`config.mk`:
```
export PLATFORM = sky130hd
export DESIGN_NAME = caf_slot_map
export DESIGN_NICKNAME = d
export VERILOG_FILES = /design/src/rtl/caf_pkg.sv /design/src/rtl/caf_slot_map.sv
export SDC_FILE = /design/constraint.sdc
export NUM_CORES = 1
export LEC_CHECK = 0
export ABC_CLOCK_PERIOD_IN_PS = 1150
export BUFFER_PORTS_ARGS = -buffer_cell sky130_fd_sc_hd__buf_2
export CAP_MARGIN = 20
export CORE_MARGIN = 3
export CORE_UTILIZATION = 45
export DETAILED_ROUTE_END_ITERATION = 16
export PLACE_DENSITY = 0.74
export SLEW_MARGIN = 20
export SYNTH_ARGS = -nofsm -noshare
export SYNTH_HDL_FRONTEND = slang
export SYNTH_SLANG_ARGS = --single-unit
```
`constraint.sdc`:
```
create_clock -name clock -period 1.15 [get_ports clock]
set_input_delay 0 -clock clock [delete_from_list [all_inputs] [get_ports clock]]
set_output_delay 0 -clock clock [all_outputs]
set_load 0.01 [all_outputs]
```
`src/rtl/caf_pkg.sv`:
```
// Shared types and constants for the counting admission filter.
// No dependencies; caf_slot_map, caf_sweep and the top level refer to it by scoped names.
`default_nettype none

package caf_pkg;

   // Default counter store depth
   localparam int DOOR_ENTRIES_DEF = 1024;

   // Field widths
   localparam int HASH_W    = 64;
   localparam int TIME_W    = 64;
   localparam int TOTAL_W   = 64;
   localparam int THRESH_W  = 8;
   localparam int PERIOD_W  = 32;
   localparam int CNT_W     = 8;
   localparam int KEY_HI_W  = 32;
   localparam int REQ_DATA_W = 128;
   localparam int RSP_DATA_W = 72;

   // Epoch tag stored beside each counter; a bulk clear bumps the epoch
   localparam int EPOCH_W = 8;

   localparam logic [CNT_W-1:0] CNT_MAX = 8'd255;

   // Register file
   localparam int CSR_ADDR_W = 2;
   localparam int CSR_DATA_W = 64;
   localparam logic [CSR_ADDR_W-1:0] CSR_THRESHOLD = 2'd0;
   localparam logic [CSR_ADDR_W-1:0] CSR_PERIOD    = 2'd1;
   localparam logic [CSR_ADDR_W-1:0] CSR_START     = 2'd2;

   localparam logic [THRESH_W-1:0] THRESHOLD_RST = 8'd2;
   localparam logic [PERIOD_W-1:0] PERIOD_RST    = 32'd1000;
   localparam logic [TIME_W-1:0]   START_RST     = 64'd0;

   // One word of the counter store
   typedef struct packed {
      logic               vld;
      logic [EPOCH_W-1:0] tag;
      logic [CNT_W-1:0]   cnt;
   } door_word_type;

   localparam int WORD_W = $bits(door_word_type);

   // Sweep engine status toward the top level
   typedef struct packed {
      logic busy;   // hold off new transactions
      logic own;    // sweep drives the store ports
   } sweep_stat_type;

endpackage

`default_nettype wire

```
`src/rtl/caf_slot_map.sv`:
```
// Counter index pipeline: (key_hash >> 32) mod DOOR_ENTRIES by reciprocal multiply.
// Depends on caf_pkg.
`default_nettype none

module caf_slot_map #(
   parameter int DOOR_ENTRIES = caf_pkg::DOOR_ENTRIES_DEF
) (
   input  wire logic                                clock,
   input  wire logic                                reset,
   input  wire logic                                adv,
   input  wire logic                                in_vld,
   input  wire logic [caf_pkg::KEY_HI_W-1:0]        in_key,
   input  wire logic [caf_pkg::TIME_W-1:0]          in_now,
   output logic                                     out_vld,
   output logic      [$clog2(DOOR_ENTRIES)-1:0]     out_slot,
   output logic      [caf_pkg::TIME_W-1:0]          out_now,
   output logic                                     busy
);

   localparam int IDX_W = $clog2(DOOR_ENTRIES);
   localparam logic [63:0] RECIP_FULL = 64'h1_0000_0000 / 64'(DOOR_ENTRIES);
   localparam logic [31:0] RECIP = RECIP_FULL[31:0];
   localparam logic [IDX_W:0] ENTRIES_N = (IDX_W+1)'(DOOR_ENTRIES);

   logic                          s1_vld_ff, s2_vld_ff, s3_vld_ff;
   logic [caf_pkg::KEY_HI_W-1:0]  s1_key_ff, s2_key_ff;
   logic [caf_pkg::TIME_W-1:0]    s1_now_ff, s2_now_ff, s3_now_ff;
   logic [31:0]                   s2_q_ff, s2_q_in;
   logic [IDX_W:0]                s3_rem_ff, s3_rem_in;
   logic [63:0]                   prod_q, prod_qn;
   logic [31:0]                   rem_full;
   logic [IDX_W:0]                rem_sub;

   // Quotient estimate is low by at most one, so the remainder stays below 2N
   assign prod_q    = 64'(s1_key_ff) * 64'(RECIP);
   assign s2_q_in   = prod_q[63:32];
   assign prod_qn   = 64'(s2_q_ff) * 64'(DOOR_ENTRIES);
   assign rem_full  = s2_key_ff - prod_qn[31:0];
   assign s3_rem_in = rem_full[IDX_W:0];
   assign rem_sub   = s3_rem_ff - ENTRIES_N;

   always_ff @(posedge clock) begin
      if (reset) begin
         s1_vld_ff <= 1'b0;
         s2_vld_ff <= 1'b0;
         s3_vld_ff <= 1'b0;
      end else if (adv) begin
         s1_vld_ff <= in_vld;
         s2_vld_ff <= s1_vld_ff;
         s3_vld_ff <= s2_vld_ff;
      end
   end

   always_ff @(posedge clock) begin
      if (adv) begin
         s1_key_ff <= in_key;
         s1_now_ff <= in_now;
         s2_key_ff <= s1_key_ff;
         s2_q_ff   <= s2_q_in;
         s2_now_ff <= s1_now_ff;
         s3_rem_ff <= s3_rem_in;
         s3_now_ff <= s2_now_ff;
      end
   end

   assign out_vld  = s3_vld_ff;
   assign out_now  = s3_now_ff;
   assign out_slot = (s3_rem_ff >= ENTRIES_N) ? rem_sub[IDX_W-1:0] : s3_rem_ff[IDX_W-1:0];
   assign busy     = s1_vld_ff | s2_vld_ff | s3_vld_ff;

endmodule

`default_nettype wire

```
* Word level (Yosys, flattened, before mapping)
Cells that the tools add are included.
Storage, ports and cells: register bits after elaboration 229, output and inout bits 76, word-level logic and storage cells 16
Cells by class: muxes and demuxes 1, magnitude comparators 1, add/sub/neg operators 2, bitwise operators 2
Operators by type and width (count):
- 11-bit greater-or-equal comparator (second input constant) | 1
- 11-bit subtractor | 1
- 10-bit 2-to-1 mux | 1
- 10-bit by 1-bit subtractor with 10-bit output (second input constant) | 1
- 1-bit bitwise OR | 2

* Logic depth before layout (Yosys ltp)
depth after elaboration 2, mapped depth 2

* Worst setup path before layout
OpenSTA, ideal clock, no wires.
path kind register to output, from register s3_vld_ff, in the netlist out_vld, to output port busy, path buffers 0, stages on the path, launching flop included 2, setup slack 409 ps, arrival 741 ps, cell sequence dfxtp_1 or3_1
On the way: longest elaborated chain between the ends 1
Ends and longest elaborated chain:
- start, declared | RTL line caf_slot_map.sv:25 | logic s1_vld_ff, s2_vld_ff, s3_vld_ff;
- start signal, assigned | RTL line caf_slot_map.sv:50 | s3_vld_ff <= s2_vld_ff;
- 1-bit bitwise OR | RTL line caf_slot_map.sv:69 | assign busy = s1_vld_ff | s2_vld_ff | s3_vld_ff;
- end, declared | RTL line caf_slot_map.sv:17 | output logic busy
No other way between the ends.

* Worst setup path after layout
Same ends and word-level chain as after synthesis.

==> impl_metrics.csv <==
group,metric,value,unit
routing,dr.pass1.iters,4,
timing,min_period,1310,ps
synthesis,synth-compound-area-share,0,%
cts,ctsHtreeMaxLevel,1,
cts,clk_pin_slew,60,ps
timing,holdWs,218,ps
timing,max_freq,0.765,GHz
final_layout,drive_gt1_share,38.0,%
floorplanning,die_y,129,um
floorplanning,start_util,46.3,%
synthesis,synthSimpleGateAreaFrac,0.259,%
critical_path,critical_path.startpoint,"out_vld$_SDFFE_PP0P_",
routing,wl_per_cell,15.5,um
power,vdd_drop_max,1.24,mV
synthesis,synth_top_family_by_area,"multiplexers",
global_route,antenna_found_initial,0,
timing,rsz0062_at_grt,"yes",
global_route,grt_max_degree,38,
power,total_leakage_power,3.58,nW
timing,relSlewSlack,79.2,%
placed_design,port_buffers,153,
final_layout,stdcell_area,9400,um2
synthesis,ys_ff_latch,225,
cts,cts-root-buf,"clkbuf_16",
synthesis,syn_nets,332,
min_path,worstHoldStart,"in_now[5]",
routing,drtIter0Drc,242,
timing,final_hold_viol_count,0,
global_route,track_usage,12.8,%
critical_path,crit_type,"flip-flop to output port",
power,clockPowerShare,39.5,%
critical_path,cp-start-kind,"flip-flop",
synthesis,synth_adder_area_share,0,%
floorplanning,chipWidth,129,um
timing,setup_viol,1,
critical_path,path_max_fanout,2,
critical_path,cp.arrival,1310,ps
floorplanning,dieArea,16600,um2
synthesis,synthCells,232,
final_layout,diodes,0,
routing,drt-total-wl,10.7,mm
placed_design,place.gp.congestion,0.717,
synthesis,synth-seq-area-share,99.3,%
timing,fin_crit_sh,114,%
synthesis,syn_area_per_cell,29.2,um2
global_route,overflow,0,
status,failed_checks,"negative setup slack",
power,p_seq_share,55.9,%
timing,finClkSkew,8.67,ps
status,status,"finished, violations left",
power,swShare,18.2,%
min_path,hp-class,"primary input to flip-flop",
floorplanning,ios,176,
cts,insertion_delay,490,ps
global_route,grt_pass1_wl,16.4,mm
power,pwr-share-comb,4.6,%
timing,timing.setup.tns,-157,ps
routing,ant_nets,0,
synthesis,synth_mux_area_share,0.443,%
critical_path,required,1150,ps
final_layout,final_core_util,64.2,%
cts,cts.sinks,225,
cts,clockBufferDepth,3,
critical_path,reg2reg_from,"out_vld$_SDFFE_PP0P_",
timing,worst_slew_pin_slew,312,ps
cts,cts_inserted_buffers,22,
flow_run,drv_cap,0,
final_layout,nNetsFinal,598,
cts,cts_tree,"done",
synthesis,ys_types,5,
synthesis,syn_area,6770,um2
timing,maxSlewViolCount,0,
synthesis,synth_xor_area_share,0,%
final_layout,area_growth,38.7,%
placed_design,dpl.hpwl,6.16,mm
power,switching_power,3.20,mW
global_route,grt_pass1_vias,3252,
routing,via_per_inst,4.54,
synthesis,yosysWarnings,0,
power,p_int,14.4,mW
routing,drc,0,
timing,finalWorstSetupSlack,-157,ps
floorplanning,coreArea,14600,um2
routing,vias,3150,
placed_design,placedInstanceArea,7910,um2
power,power_density,1870,nW/um2
placed_design,place_ws,268,ps
floorplanning,rows,44,
critical_path,end_kind,"output port",
## worst paths after layout
path / to / slack [ps] / cells past startpoint
setup / recovery: busy / -160 / 2
hold / removal: s1_now_ff[5]$_DFFE_PP_ / 220 / 2
setup reg to reg: out_vld$_SDFFE_PP0P_ / 420 / 3
hold reg to reg: s2_now_ff[51]$_DFFE_PP_ / 420 / 0
## Yosys cell counts
master,number,area share (%)
nor2_1,3,0.17
or3_1,1,0.092
dfxtp_1,3,0.89
mux2i_1,3,0.44
edfxtp_1,222,98
## flip-flops by register name (all words and copies together), names as in the netlist
name / count
s1_key_ff: 10
s1_vld_ff: 1
s2_now_ff: 64
out_vld: 1
s2_vld_ff: 1
out_now: 64
s2_key_ff: 10
s3_rem_ff: 10
s1_now_ff: 64
## cell families (layout without fill, tap and decap cells)
| group | count (synthesis) | after routing |
|---|---|---|
| simple gates | 4 | 4 |
| buf+inv | 0 | 278 |
| mux | 3 | 3 |
| flops | 225 | 225 |
## through the flow
stage | total power, mW | std cells
6_report | 17.6 | 694
5_1_grt | 18.2 | 694
4_1_cts | 17.8 | 694
3_5_place_dp | 10.6 | 580
3_3_place_gp | 10.5 | 580
2_1_floorplan | 10.0 | 232
## layer usage
layer,track usage (%),up-vias,part of all wire [%]
li1,-,1481,-
met1,15.2,1508,38
met2,21.8,134,51
met3,4.07,27,7.4
met4,5.00,0,3.2
met5,0,-,0
## power groups by stage
stage | clock network [mW] | registers [mW] | logic [mW]
floorplan | 0 | 10.0 | 0.0106
global placement | 0 | 9.95 | 0.579
detailed placement | 0 | 9.98 | 0.600
CTS | 7.16 | 9.82 | 0.807
global route | 7.48 | 9.86 | 0.873
finish | 6.95 | 9.81 | 0.805
## placed cells by master, fill, tap and decap left out, drive strengths merged
master / instances
buf: 165
dlygate4sd3: 77
edfxtp: 222
clkinv: 7
clkbuf: 26
mux2i: 3
bufinv: 3
dfxtp: 3
nor2: 3
or3: 1
## critical path: stages (launching register included)
cell and delay (ps):
dfxtp_2 310, or3_1 360, buf_2 150
## layout make-up
| cell class | instances | area [um2] |
|---|---|---|
| Sequential cell | 225 | 6730 |
| Clock buffer | 26 | 587 |
| Fill cell | 965 | 5250 |
| Timing Repair Buffer | 242 | 1690 |
| Multi-Input combinational cell | 7 | 47.5 |
| Clock inverter | 10 | 119 |
| Tap cell | 184 | 230 |
## what timing repair did
action	CTS	global route
hold endpoints to repair	95	0
pin swaps	0	0
hold buffers	77	0
endpoints found under the setup margin	1	1
setup buffers	1	0
resized for setup	1	0
(Power assumes the default switching activity.)
