===== src/rtl/caf_pkg.sv =====
// Shared types and constants for the counting admission filter.
// No dependencies; caf_slot_map, caf_sweep and the top level refer to it by scoped names.
`default_nettype none

package caf_pkg;

   // Default counter store depth
   localparam int DOOR_ENTRIES_DEF = 1024;

   // Field widths
   localparam int HASH_W    = 64;
   localparam int TIME_W    = 64;
   localparam int TOTAL_W   = 64;
   localparam int THRESH_W  = 8;
   localparam int PERIOD_W  = 32;
   localparam int CNT_W     = 8;
   localparam int KEY_HI_W  = 32;
   localparam int REQ_DATA_W = 128;
   localparam int RSP_DATA_W = 72;

   // Epoch tag stored beside each counter; a bulk clear bumps the epoch
   localparam int EPOCH_W = 8;

   localparam logic [CNT_W-1:0] CNT_MAX = 8'd255;

   // Register file
   localparam int CSR_ADDR_W = 2;
   localparam int CSR_DATA_W = 64;
   localparam logic [CSR_ADDR_W-1:0] CSR_THRESHOLD = 2'd0;
   localparam logic [CSR_ADDR_W-1:0] CSR_PERIOD    = 2'd1;
   localparam logic [CSR_ADDR_W-1:0] CSR_START     = 2'd2;

   localparam logic [THRESH_W-1:0] THRESHOLD_RST = 8'd2;
   localparam logic [PERIOD_W-1:0] PERIOD_RST    = 32'd1000;
   localparam logic [TIME_W-1:0]   START_RST     = 64'd0;

   // One word of the counter store
   typedef struct packed {
      logic               vld;
      logic [EPOCH_W-1:0] tag;
      logic [CNT_W-1:0]   cnt;
   } door_word_type;

   localparam int WORD_W = $bits(door_word_type);

   // Sweep engine status toward the top level
   typedef struct packed {
      logic busy;   // hold off new transactions
      logic own;    // sweep drives the store ports
   } sweep_stat_type;

endpackage

`default_nettype wire


===== src/rtl/caf_sweep.sv =====
// Counter store sweep: full invalidate after reset, and a periodic pass that
// retires stale epoch tags before the epoch counter wraps. Depends on caf_pkg.
`default_nettype none

module caf_sweep #(
   parameter int DOOR_ENTRIES = caf_pkg::DOOR_ENTRIES_DEF
) (
   input  wire logic                                clock,
   input  wire logic                                reset,
   input  wire logic                                start,
   input  wire logic                                pipe_empty,
   input  wire logic [caf_pkg::EPOCH_W-1:0]         epoch,
   input  wire caf_pkg::door_word_type              rd_word,
   output caf_pkg::sweep_stat_type                  stat,
   output logic                                     rd_en,
   output logic      [$clog2(DOOR_ENTRIES)-1:0]     rd_addr,
   output logic                                     wr_en,
   output logic      [$clog2(DOOR_ENTRIES)-1:0]     wr_addr,
   output caf_pkg::door_word_type                   wr_word
);

   localparam int IDX_W = $clog2(DOOR_ENTRIES);
   localparam logic [IDX_W-1:0] LAST_ADDR = IDX_W'(DOOR_ENTRIES - 1);

   localparam logic [1:0] ST_IDLE = 2'd0;
   localparam logic [1:0] ST_WAIT = 2'd1;
   localparam logic [1:0] ST_RUN  = 2'd2;

   logic [1:0]       st_ff, st_in;
   logic [IDX_W-1:0] addr_ff, addr_in;
   logic             zap_all_ff, zap_all_in;
   logic             wr_vld_ff, wr_vld_in;
   logic [IDX_W-1:0] wr_addr_ff;
   logic             keep;

   always_comb begin
      st_in      = st_ff;
      addr_in    = addr_ff;
      zap_all_in = zap_all_ff;
      case (st_ff)
         ST_IDLE: begin
            if (start) begin
               st_in = ST_WAIT;
            end
         end
         ST_WAIT: begin
            // let transactions already in flight drain first
            if (pipe_empty) begin
               st_in      = ST_RUN;
               addr_in    = '0;
               zap_all_in = 1'b0;
            end
         end
         ST_RUN: begin
            addr_in = addr_ff + 1'b1;
            if (addr_ff == LAST_ADDR) begin
               st_in = ST_IDLE;
            end
         end
         default: begin
            st_in = ST_IDLE;
         end
      endcase
   end

   assign wr_vld_in = (st_ff == ST_RUN);

   always_ff @(posedge clock) begin
      if (reset) begin
         st_ff      <= ST_RUN;
         addr_ff    <= '0;
         zap_all_ff <= 1'b1;
         wr_vld_ff  <= 1'b0;
      end else begin
         st_ff      <= st_in;
         addr_ff    <= addr_in;
         zap_all_ff <= zap_all_in;
         wr_vld_ff  <= wr_vld_in;
      end
   end

   always_ff @(posedge clock) begin
      wr_addr_ff <= addr_ff;
   end

   // Keep entries of the live epoch, drop everything else
   assign keep    = ~zap_all_ff & rd_word.vld & (rd_word.tag == epoch);
   assign rd_en   = (st_ff == ST_RUN);
   assign rd_addr = addr_ff;
   assign wr_en   = wr_vld_ff & ~keep;
   assign wr_addr = wr_addr_ff;
   assign wr_word = '0;

   assign stat.busy = (st_ff != ST_IDLE) | wr_vld_ff;
   assign stat.own  = (st_ff == ST_RUN) | wr_vld_ff;

endmodule

`default_nettype wire


===== config.mk =====
export PLATFORM = sky130hd
export DESIGN_NAME = caf_sweep
export DESIGN_NICKNAME = d
export VERILOG_FILES = /design/src/rtl/caf_pkg.sv /design/src/rtl/caf_sweep.sv
export SDC_FILE = /design/constraint.sdc
export NUM_CORES = 1
export LEC_CHECK = 0
export ABC_AREA = 0
export BUFFER_PORTS_ARGS = -buffer_cell sky130_fd_sc_hd__clkbuf_2
export CORE_MARGIN = 1.5
export CORE_UTILIZATION = 40
export CTS_BUF_LIST = sky130_fd_sc_hd__clkbuf_8
export DETAILED_ROUTE_END_ITERATION = 10
export GPL_TIMING_DRIVEN = 0
export PLACE_DENSITY = 0.79
export SLEW_MARGIN = 20
export SYNTH_ARGS = -nofsm -noshare
export SYNTH_HDL_FRONTEND = slang
export SYNTH_SLANG_ARGS = --single-unit

===== constraint.sdc =====
create_clock -name clock -period 2.49 [get_ports clock]
set_input_delay 0 -clock clock [delete_from_list [all_inputs] [get_ports clock]]
set_output_delay 0 -clock clock [all_outputs]
set_load 0.005 [all_outputs]

# Word level (Yosys, flattened, before mapping)
# Cells that the tools add are included.
# W data, S select, Z words.
# classes
add_sub_neg	1
mux	6
n_lt_le_gt_ge	0
eq_ne	7
reduce_logical	6
bitwise	7
div	0
shift	0
n_mul	0
# op_table
op	count
$pmux W10 S2	1
$add A10 B1 Y10 const B	1
$eq A10 B10 Y1 const B	1
$mux W10	1
$eq A8 B8 Y1	1
$mux W2	3
$pmux W2 S3	1
$ne A2 B2 Y1 const B	2
$reduce_and A2 Y1	2
$reduce_bool A2 Y1	2
$and A1 B1 Y1	3
$reduce_and A3 Y1	1
$eq A2 B1 Y1 const B	1
$eq A2 B2 Y1 const B	1
$logic_not A2 Y1	1
$ne A2 B1 Y1 const B	1
$not A1 Y1	2
$or A1 B1 Y1	2
# word_totals
romBits	0
register_bits	24
latchBits	0
inputBits	29
ramBits	0
out_inout_bits	41
elab_cells	32
n_memories	0

# Depth between registers and ports, before layout
# logic_depth
depth_word	5
ltp_mapped	4
depth_no_buf	4

# Worst setup path after synthesis
# No wires, ideal clock.
# synth_path
path_type	reg-to-reg
from	register addr_ff[0] (netlist: rd_addr[0])
to	register addr_ff[8] (netlist: rd_addr[8])
required_ps	2420
setup_slack_ps	1073
path_stages_with_launch	5
setup_time_ps	70
t_arrival_ps	1346
period_less_slack_ps	1417
path_buffers	0
cell_sequence	dfxtp_1 -> ha_1 -> nand3b_1 -> or4_1 -> a21oi_1
# synth_between
elab_chain_cells	2
# synth_lines
element	line	source
start: declaration	caf_sweep.sv:30	logic [IDX_W-1:0] addr_ff, addr_in;
start signal: assignment	caf_sweep.sv:76	addr_ff <= addr_in;
$add A10 B1 Y10	caf_sweep.sv:55	addr_in = addr_ff + 1'b1;
$pmux W10 S2	caf_sweep.sv:40	case (st_ff)
# Every way passes these cells.
# A chain may end at the register's enable or synchronous reset.

# Worst setup path after layout
# Same ends and word-level chain as after synthesis.

==> results.yml <==
logic_synthesis:
  netlist_area_mm2: 0.001071
  synthTopCellsByArea: "dfxtp_1, buf_4, xnor2_1"
  ys_seq_area_frac: 0.4486
  synth_top_area_cell: "dfxtp_1"
  async_flop_share: 0
  synth_cell_types: 29
  syn_avg_cell_area_um2: 9.737
  yosys_warnings: 0
  synth_top_area_frac: 0.4486
  syn_inst: 110
  synth_edf_count: 0
  ys_seq_elements: 24
  synthTopCellsByCount: "dfxtp_1, buf_4, a21oi_1"
  synth_flop_cell: "dfxtp_1"
  yosys.cell_count.top_type: "dfxtp_1"
floorplan:
  initial_core_util: 0.4284
  dieArea_mm2: 0.002997
  core-area_mm2: 0.002500
  placementRows: 18
  die_w_um: 54.75
  fp.dieH_um: 54.75
  pin_count: 70
clock_network:
  path_clk_slew_ns: 0.09
  post_cts_buffers: 0
  cts_tree: "done"
  cts_sinks: 24
  htree_levels: 1
  clk_path_buf_depth: 2
  cts_root_buf: "clkbuf_8"
  cts_resized: 0
  cts_made_buffers: 3
  clock_latency_ns: 0.27
timing:
  setup_tns_ns: 0
  setup_violations: 0
  period_share: 0.6755
  fmax_mhz: 594.5
  maxSlewViolCount: 0
  rsz0062_at_grt: "false"
  fin_worst_skew_ns: 0.003948
  fin_crit_ns: 1.682
  finalHoldViolations: 0
power:
  pwr-share-seq: 0.483
  p_per_area_mw_per_mm2: 565.0
  ir_worst_vdd_uv: 412.5
  clkPwrFrac: 0.411
  p_int_uw: 659.0
  power_leakage_nw: 0.6692
  finalPower_uw: 830.7
  power.switching_fraction: 0.2067
  pwr-share-comb: 0.106
  switching_power_uw: 171.7
worst_hold_path:
  hp-class: "in2reg"
  holdPathStages: 3
route:
  antenna_left: 0
  drc: 0
  via_per_inst: 4.824
  num_vias: 989
  initialDrtViolationCount: 16
  finalWirelength_um: 2400
  avgRoutedWirePerCell_um: 11.71
  first_pass_iters: 4
worst_setup_path:
  crit_buf_inv: 0
  r2r_slack_ns: 0.81
  critical_path_class: "reg2reg"
  crit_arrival_ns: 1.88
  cp-end-kind: "flop"
  crit_path_start_kind: "flop"
  path_cells: "ha_1 -> nand3b_1 -> or4_1 -> a21oi_1"
  crit_family: "simple AND/OR/NAND/NOR gates"
  worst_path_max_delay_cell: "or4_1"
  worst-r2r-cell-count: 4
  required_ns: 2.69
  cpPeakStageDelay_ns: 0.54
  cp_max_fo: 7
  cp.depth: 4
global_route:
  track_usage: 0.1706
  grt_max_degree: 15
  grt_pass1_vias: 848
  grt_pass1_wl_um: 3670
  grt_overflow: 0
  antenna_found_initial: 0
layout:
  fillCellCount: 202
  fin_nets: 206
  syn2layout_area_growth_pct: 37.27
  drive_gt1_frac: 0.3943
  n_antenna_cell: 0
outcome:
  status: "completed"
placement:
  io_buffers: 44
  gp_congestion: 0.7509
job:
  drv_cap: 0
==> cell usage in the layout (no fill, tap or decap), drive strengths merged, types with 2 or more instances in the layout <==
master  count
clkbuf     49
dfxtp      24
buf        18
conb       17
a21oi       9
xnor2       8
nand2       5
nand3       5
inv         4
nand3b      4
o311ai      4
or4         4
or3         4
nand2b      3
o211ai      3
nand4       2
==> worst register-to-register path: cells and delay by family, from the launching register on <==
family / cells / cell delay (ns)
AND/OR/NAND/NOR: 2 / 0.78
adder cells (fa/ha/maj): 1 / 0.24
flip-flops: 1 / 0.43
AO/OA/AOI/OAI: 1 / 0.16
==> final timing paths <==
| check | from | end |
|---|---|---|
| setup / recovery | rd_addr[0] | rd_addr[8] |
| hold / removal | start | st_ff[0] |
| setup reg to reg | rd_addr[0] | rd_addr[8] |
| hold reg to reg | rd_addr[8] | wr_addr[8] |
==> sequential cells by signal, summed over array words and instances (netlist names) <==
signal and count:
rd_addr 10, wr_vld_ff 1, zap_all_ff 1, st_ff 2, wr_addr 10
==> metrics by stage <==
| stage | utilization | instances | hold slack, ns | instance area (um2) | worst slack (ns) |
|---|---|---|---|---|---|
| after detailed placement | 0.5556 | 200 | 0.2619 | 1389 | 0.8406 |
| after global routing | 0.5881 | 205 | 0.02444 | 1470 | 0.7206 |
| after floorplan | - | 126 | 0.07679 | 1131 | 1.073 |
| final | 0.5881 | 205 | 0.02119 | 1470 | 0.8080 |
| after global placement | 0.5556 | 200 | 0.2530 | 1389 | 0.9460 |
| after CTS | 0.5881 | 205 | 0.01911 | 1470 | 0.8147 |
==> layer usage <==
layer  track usage  routed length, um  vias to the layer above
met5             0                  0                        -
met4       0.07500                 23                        0
met3       0.03005                172                        4
met2        0.3155               1278                       46
met1        0.1867                925                      451
li1              -                  -                      488
==> cell families after synthesis <==
family | count (synthesis) | share of synthesized area
flops | 24 | 0.4486
mux | 1 | 0.009346
buf+inv | 24 | 0.1507
fa+ha+maj | 1 | 0.01168
xor+xnor | 8 | 0.06542
compound gates | 21 | 0.1332
other cells | 1 | 0.003501
simple gates | 30 | 0.1776
==> repair_timing <==
item                                    CTS  global route
endpoints found under the hold margin     3             0
hold buffers                              1             0
endpoints found under the setup margin    0             0
==> power groups by stage <==
stage               sequential (mW)  clock, mW  combinational, mW
floorplan                     0.410          0             0.0517
global placement              0.410          0             0.0832
detailed placement            0.410          0             0.0857
CTS                           0.401      0.344             0.0872
global route                  0.403      0.358             0.0994
finish                        0.401      0.341             0.0884
==> area by class of cell <==
cell class / instances / area, um2 / share of cell area
plain buffers: 20 / 146.4 / 0.09957
clock inverters: 1 / 30.03 / 0.02043
flip-flops and latches: 24 / 480.5 / 0.3268
clock buffers: 3 / 41.29 / 0.02809
multi-input cells: 78 / 489.2 / 0.3328
well taps: 30 / 37.54 / 0.02553
repair buffers: 45 / 230.2 / 0.1566
inverters: 4 / 15.01 / 0.01021
Power figures use the tool's default switching activity.
